<file path="config.mk">
export PLATFORM = sky130hd
export DESIGN_NAME = bb3_div
export DESIGN_NICKNAME = d
export VERILOG_FILES = /design/src/hdl/bb3_pkg.sv /design/src/hdl/bb3_div.sv
export SDC_FILE = /design/constraint.sdc
export NUM_CORES = 2
export LEC_CHECK = 0
export ABC_AREA = 1
export BUFFER_PORTS_ARGS = -buffer_cell sky130_fd_sc_hd__buf_2
export CORE_MARGIN = 5
export CORE_UTILIZATION = 25
export DETAILED_ROUTE_END_ITERATION = 16
export PLACE_DENSITY = 0.49
export SLEW_MARGIN = 20
export SYNTH_ARGS = -nofsm -noshare
export SYNTH_HDL_FRONTEND = slang
export SYNTH_SLANG_ARGS = --single-unit
</file>
<file path="constraint.sdc">
create_clock -name clk -period 10.93 [get_ports clk]
set_clock_uncertainty 0.15 [all_clocks]
set_input_delay 3.279 -clock clk [delete_from_list [all_inputs] [get_ports clk]]
set_output_delay 3.279 -clock clk [all_outputs]
set_load 0.02 [all_outputs]
</file>
<file path="src/hdl/bb3_pkg.sv">
// ----------------------------------------------------------------------------
// bb3_pkg
// Shared types, constants and helpers for the 3x3 edge-aware box blur.
// ----------------------------------------------------------------------------
package bb3_pkg;

  localparam int BB3_MAX_WIDTH = 1024;

  // configuration register indexes
  localparam int CFG_IDX_W         = 2;
  localparam int CFG_DATA_W        = 16;
  localparam logic [CFG_IDX_W-1:0] CFG_FRAME_WIDTH  = 2'd0;
  localparam logic [CFG_IDX_W-1:0] CFG_FRAME_HEIGHT = 2'd1;

  localparam logic [10:0] FRAME_WIDTH_RST  = 11'd640;
  localparam logic [15:0] FRAME_HEIGHT_RST = 16'd480;

  localparam int SUM_W = 12;  // 9 * 255 fits
  localparam int CNT_W = 4;   // neighbor count 1..9

  typedef struct packed {
    logic [7:0] in_red;
    logic [7:0] in_green;
    logic [7:0] in_blue;
    logic       pad;
  } in_item_t;

  typedef struct packed {
    logic [7:0] out_red;
    logic [7:0] out_green;
    logic [7:0] out_blue;
    logic       frame_end;
  } out_item_t;

  typedef struct packed {
    logic [SUM_W-1:0] red;
    logic [SUM_W-1:0] green;
    logic [SUM_W-1:0] blue;
  } sum_t;

  // floor(2^16 / (2n)) for the rounded mean
  function automatic logic [15:0] recip_2n(input logic [CNT_W-1:0] n);
    logic [15:0] r;
    case (n)
      4'd1:    r = 16'd32768;
      4'd2:    r = 16'd16384;
      4'd3:    r = 16'd10922;
      4'd4:    r = 16'd8192;
      4'd5:    r = 16'd6553;
      4'd6:    r = 16'd5461;
      4'd7:    r = 16'd4681;
      4'd8:    r = 16'd4096;
      4'd9:    r = 16'd3640;
      default: r = 16'd32768;
    endcase
    return r;
  endfunction

endpackage

</file>
<file path="src/hdl/bb3_div.sv">
// ----------------------------------------------------------------------------
// bb3_div
// Rounded mean (2*sum + n) / (2n) per channel, two stages, reciprocal based.
// ----------------------------------------------------------------------------
module bb3_div
  import bb3_pkg::*;
(
  input  logic             clk,
  input  logic             rst_n,
  input  logic             start,
  input  sum_t             sum,
  input  logic [CNT_W-1:0] n,
  output logic [7:0]       q_red,
  output logic [7:0]       q_green,
  output logic [7:0]       q_blue,
  output logic             done
);

  localparam int T_W = SUM_W + 1;

  logic [T_W-1:0]   t_nxt [3];
  logic [T_W-1:0]   t_r   [3];
  logic [T_W-1:0]   qe_nxt[3];
  logic [T_W-1:0]   qe_r  [3];
  logic [7:0]       q_nxt [3];
  logic [7:0]       q_r   [3];
  logic [4:0]       d_r;
  logic [15:0]      rc;
  logic [SUM_W-1:0] s_in[3];
  logic             v1_r, done_r;

  assign s_in[0] = sum.red;
  assign s_in[1] = sum.green;
  assign s_in[2] = sum.blue;
  assign rc      = recip_2n(n);

  always_comb begin
    logic [T_W+15:0] prod;
    logic [T_W+4:0]  qd;
    logic [T_W+4:0]  rem;
    logic [T_W-1:0]  q;
    for (int i = 0; i < 3; i++) begin
      t_nxt[i]  = {s_in[i], 1'b0} + T_W'(n);
      prod      = (T_W+16)'(t_nxt[i]) * (T_W+16)'(rc);
      qe_nxt[i] = prod[T_W+15:16];
      // estimate is exact or one low
      qd        = (T_W+5)'(qe_r[i]) * (T_W+5)'(d_r);
      rem       = (T_W+5)'(t_r[i]) - qd;
      q         = (rem >= (T_W+5)'(d_r)) ? qe_r[i] + 1'b1 : qe_r[i];
      q_nxt[i]  = (q > T_W'(255)) ? 8'd255 : q[7:0];
    end
  end

  always_ff @(posedge clk) begin
    if (start) begin
      t_r  <= t_nxt;
      qe_r <= qe_nxt;
      d_r  <= {n, 1'b0};
    end
    if (v1_r) begin
      q_r <= q_nxt;
    end
  end

  always_ff @(posedge clk) begin
    if (!rst_n) begin
      v1_r   <= 1'b0;
      done_r <= 1'b0;
    end else begin
      v1_r   <= start;
      done_r <= v1_r;
    end
  end

  assign q_red   = q_r[0];
  assign q_green = q_r[1];
  assign q_blue  = q_r[2];
  assign done    = done_r;

endmodule

</file>
Word-level counts from Yosys, hierarchy flattened --
Memories as Yosys holds them, arrays and structs flattened. Cells that the tools add are included.
Storage, ports and cells: register bits 108, memory bits (read-only) 256, input port bits 43, output and inout bits 25, logic and storage cells 37, memories 1
Memory list:
- (name not given) | words 16, bits a word 16, read ports 1, clocked after Yosys merged registers in 0, write ports 0, line bb3_pkg.sv:44 | case (n)
Operators by class: $add $sub $neg 9, multipliers 6, magnitude comparators 6, multiplexer cells 3
Operator list (count):
- 13-bit by 16-bit multiplier with 29-bit output | 3
- 18-bit by 5-bit >= comparator with 1-bit output | 3
- 13-bit by 18-bit subtractor with 18-bit output | 3
- 13-bit by 4-bit multiplier with 17-bit output | 3
- 13-bit by 1-bit adder with 13-bit output (second input constant) | 3
- 13-bit by 4-bit adder with 13-bit output | 3
- 13-bit by 8-bit > comparator with 1-bit output (second input constant) | 3
- 13-bit two-way mux | 3

Longest topological paths before layout --
depth after elaboration 5, mapped depth 34, mapped depth without buffers 34

Worst setup path after synthesis --
Ideal clock, no wire load.
path type in2reg, from in sum[0] (netlist name), to reg qe_r[11] (netlist name), data pin, data arrival time 8.993 ns, data required time 10.518 ns, path slack 1.524 ns, stages on the path 29, buffers on the path 1, path through ha_1 fa_1 nand2_1 inv_1 o21ai_0 or2_2 nor2_1 inv_1 o21ai_0 nand2_1 clkbuf_1 nor2_1 fa_1 inv_1 fa_1 fa_1 fa_1 inv_1 fa_1 ha_1 inv_1 nor3_1 nand4_1 o211a_1 o21ai_0 a21oi_1 inv_1 a21oi_1 xor2_1
RTL lines:
- from (decl) | line bb3_div.sv:11 | input sum_t sum,
- to (signal assigned) | line bb3_div.sv:57 | qe_r <= qe_nxt;
- to (decl) | line bb3_div.sv:24 | logic [T_W-1:0] qe_r [3];

==> Implementation_results.wiki <==
{| class="wikitable"
! Metric !! Value
|-
| Result of the run || complete, no violations
|-
| Die boundary width || 363 um
|-
| Area of the die || 132000 um2
|-
| DR vias || 25.4k
|-
| CP delay by family, top || adder cells
|-
| Number of standard-cell rows in the floorplan || 129
|-
| Synth Net Count || 4979
|-
| ANT nets after route || 0
|-
| Peak per-stage delay on the critical path || 0.51 ns
|-
| Gates resized, CTS repair || 0
|-
| Total of hold buffers inserted after clock tree synthesis || 0
|-
| CP endpoint || qe_r[37]
|-
| Fillcell total || 13.7k
|-
| Vias per cell || 4.42
|-
| Main combinational cell family by area after synthesis || adder cells
|-
| Count of final hold-check violations || 0
|-
| CP Data Required Time || between 10 and 15 ns
|-
| Final-report max-slew violation count || 0
|-
| Slowest library cell on the worst path || sky130_fd_sc_hd__fa_1
|-
| Global-route wire length before repair || 150000 um
|-
| Static leakage || 18.0 nW
|-
| Worst-Skew Late Latency || 0.40 ns
|-
| Clock-pin slew on the worst setup and hold paths || 0.08 ns
|-
| VDD IR-drop max || roughly 0.00019 V
|-
| Minimum clock period after layout || 9.95 ns
|-
| Xor and xnor fraction of the mapped netlist area || approximately 3.2%
|-
| Worst reg-to-reg path cell count || 28
|-
| Classification of the worst-slack hold path || reg2reg
|-
| Max-cap check violation count || 0
|-
| Detailed-route wire length per cell || around 16 um
|-
| Total negative slack || 0 ns
|-
| Total Wirelength || approximately 94000 um
|-
| Sinks on the clock net || between 100 and 150
|-
| Worst reg2reg setup slack || 4.79 ns
|-
| Number of enable-type register cells in the synthesized netlist || just over 100
|-
| Largest area contributor in the synthesized netlist || sky130_fd_sc_hd__fa_1
|-
| Path type of the worst setup path || in2reg
|-
| Total of warnings raised by yosys || 0
|-
| Effective utilization at floorplan || 25.2%
|-
| Via count of the first global-routing pass || roughly 26k
|-
| Area growth syn-to-layout || 9.35%
|-
| Headroom to the max-slew limit || 35.7%
|-
| Startpoint of the tightest hold check path || v1_r
|-
| Asr flop ratio synth || 0%
|-
| Yosys top cell area share || approximately 34%
|-
| Cell variety after synth || 51
|-
| Aggregate global routing overflow || 0
|-
| Io pins || 68
|-
| Post-synthesis cell count || 4070
|-
| TritonCTS clock tree || built
|-
| Maximum number of buffers from clock root to sink || 2
|-
| Sequential fraction of the synthesis area || between 10% and 20%
|-
| Detailed Place HPWL || a little under 80000 um
|-
| Critical Path Sink Type || register
|-
| Initial DRT Pass Iterations || 5
|-
| Number of buffers created by CTS || 9
|-
| Worst path buffer plus inverter count || 8
|-
| Maximum number of pins on one net before global-route repair || 54
|-
| RSZ-0062 raised after global routing || false
|-
| Std-Cell Core Area || around 120000 um2
|-
| Count of buffers from port buffering || 67
|-
| Arrival time at the worst endpoint || around 9.9 ns
|-
| Total number of cells along the worst setup path || 30
|-
| Initial antenna violation count || 11
|-
| Launch point of the worst reg-to-reg path || d_r[4]
|-
| Final setup violation count || 0
|-
| Timing-limited maximum frequency || 0.101 GHz
|-
| Share of synthesized cell area in full adder, half adder and majority cells || 47.5%
|-
| Total global routing track utilization || 14.5%
|-
| Maximum net fanout on the critical path || 14
|-
| Share of cell area taken by muxes after synthesis || 0.0641%
|-
| Total standard cell area after synthesis || 31200 um2
|-
| Number of storage elements in the synthesis netlist || between 100 and 150
|-
| H-tree depth reported by CTS || 3
|-
| Power per unit of standard cell area || 244 nW/um2
|-
| Final hold slack || 0.496 ns
|-
| Transition at the pin with the smallest max-transition slack || a little under 1 ns
|-
| Post-synthesis compound-gate area fraction || 4.51%
|-
| Post-CTS setup buffer count || 0
|-
| Part of the cycle the worst path needs || 91.0%
|-
| Post-route DRC violation count || 0
|-
| Setup crit start kind || primary input
|-
| Clock root cell || sky130_fd_sc_hd__clkbuf_16
|-
| Mean area per synthesized cell || 7.67 um2
|-
| Post-Synth Simple-Gate Area || 21.1%
|-
| DRT iter0 DRCs || between 1k and 1.5k
|-
| Crit path from || n[3]
|-
| Reg2Reg Capture Point || q_blue[6]
|-
| Net total in the final layout || between 5k and 6k
|-
| Overall die height || 363 um
|-
| Cell types with the largest area share after synthesis || sky130_fd_sc_hd__fa_1 34%, sky130_fd_sc_hd__ha_1 13%, sky130_fd_sc_hd__nand2_1 12%
|-
| Global placer's final weighted congestion || 0.879
|-
| Proportion of layout cells with a drive suffix above 1 || 5.61%
|-
| Most instantiated flip-flop cell in the synthesis netlist || sky130_fd_sc_hd__edfxtp_1
|}
stage by stage:
step / power [mW] / cells / utilization (%) / setup slack (ns) / instance area [um2]
after global placement: 7.89 / 5739 / 27.3 / 0.640 / 33800
after CTS: 8.40 / 5755 / 27.5 / 1.03 / 34100
after global routing: 9.47 / 5756 / 27.5 / 0.638 / 34200
after detailed placement: 7.92 / 5739 / 27.3 / 0.643 / 33800
after floorplan: 6.17 / 4070 / - / 1.52 / 31200
final: 8.33 / 5759 / 27.6 / 0.981 / 34200
cell usage after synthesis (2+ instances only):
cell type                     n
sky130_fd_sc_hd__and2_1       2
sky130_fd_sc_hd__mux2i_1      2
sky130_fd_sc_hd__a21o_1       9
sky130_fd_sc_hd__nor2_1     319
sky130_fd_sc_hd__inv_2        8
sky130_fd_sc_hd__nand2_2     17
sky130_fd_sc_hd__o21ai_1      5
sky130_fd_sc_hd__a21oi_1    124
sky130_fd_sc_hd__nand3b_1     9
sky130_fd_sc_hd__edfxtp_1   103
sky130_fd_sc_hd__o211ai_1     7
sky130_fd_sc_hd__inv_1      990
sky130_fd_sc_hd__or2_2        7
sky130_fd_sc_hd__clkinv_1     6
sky130_fd_sc_hd__nor2_2       7
sky130_fd_sc_hd__xnor2_1     35
sky130_fd_sc_hd__nand3_1    136
sky130_fd_sc_hd__clkbuf_1    93
sky130_fd_sc_hd__or2_1        2
sky130_fd_sc_hd__nor2_4       6
sky130_fd_sc_hd__a31oi_1     16
sky130_fd_sc_hd__a21oi_2      4
sky130_fd_sc_hd__xor2_1      79
sky130_fd_sc_hd__o21bai_1    12
sky130_fd_sc_hd__o21ai_0     52
sky130_fd_sc_hd__nand3_4      2
sky130_fd_sc_hd__a21boi_0     4
sky130_fd_sc_hd__fa_1       531
sky130_fd_sc_hd__nand3_2      4
sky130_fd_sc_hd__nor3_1      28
sky130_fd_sc_hd__o31ai_1      7
sky130_fd_sc_hd__buf_2        6
sky130_fd_sc_hd__nand4_1     42
sky130_fd_sc_hd__buf_1       18
sky130_fd_sc_hd__nand2_1   1022
sky130_fd_sc_hd__a221oi_1     2
sky130_fd_sc_hd__buf_6        2
sky130_fd_sc_hd__ha_1       335
sky130_fd_sc_hd__nor4_1       3
sky130_fd_sc_hd__dfxtp_1      2
sky130_fd_sc_hd__o21a_1       2
metal layers:
metal	track usage, %	share of wire (%)
met3	1.69	4.8
met1	20.7	48
met2	23.5	45
met5	0	0
met4	3.54	2.4
worst min path at each step:
stage          slack (ns)         end  cells after the start
3_3_place_gp         0.50        done                      2
6_report             0.50        done                      2
5_1_grt              0.58   q_blue[6]                      0
4_1_cts              0.52        done                      2
2_1_floorplan        0.49  q_green[7]                      2
3_5_place_dp         0.51        done                      2
area by class of cell:
class	instances	area, um2	area share, %
multi-input cells	2841	23900	69.9
well taps	1637	2050	6.00
clock buffers	9	225	0.659
flip-flops and latches	105	3130	9.17
inverters	1004	3770	11.0
clock inverters	7	116	0.341
repair buffers	152	976	2.86
diodes	4	10.0	0.0293
registers in the layout, summed over array words and instances (netlist names):
name / count
qe_r: 39
v1_r: 1
done: 1
t_r: 37
q_red: 8
d_r: 3
q_green: 8
q_blue: 8
cells in the final DEF, fill, tap and decap left out, drive strengths merged, types with 2 or more instances in the layout:
cell type  Yosys  final
ha           335    335
xor2          79     79
edfxtp       103    103
clkinv         6      9
buf           27    152
a31oi         16     16
nor3          28     28
o21ai         58     58
nand4         43     43
a21o           9      9
a21oi        128    128
o211ai         7      7
bufinv         0      3
diode          0      4
nand2       1039   1039
nand3        142    142
fa           531    531
and2           2      2
mux2i          2      2
clkbuf        93      9
nand3b         9      9
inv          998    999
nor2         332    332
o21bai        12     12
a21boi         5      5
or2            9      9
dfxtp          2      2
a221oi         2      2
o31ai          7      7
xnor2         36     36
nor4           3      3
o21a           2      2
worst reg2reg max path, delay by kind of cell (launching register included):
kind	cells	cell delay, ns
simple gates	16	2.23
fa+ha+maj	4	1.94
buf+inv	5	0.77
flops	1	0.33
compound gates	2	0.24
xor+xnor	1	0.18
where the power goes:
part	internal (mW)	switching (mW)
Sequential	0.578	0.194
Combinational	2.60	4.55
Clock	0.224	0.178
Total	3.40	4.93
cell families (layout without fill, tap and decap cells):
logic type / after synthesis / count (layout)
fa+ha+maj: 866 / 866
simple gates: 1609 / 1609
flops: 105 / 105
compound gates: 249 / 249
mux: 2 / 2
buf+inv: 1124 / 1172
other cells: 0 / 4
xor+xnor: 115 / 115
No activity file was read; power rests on OpenSTA's default activity.
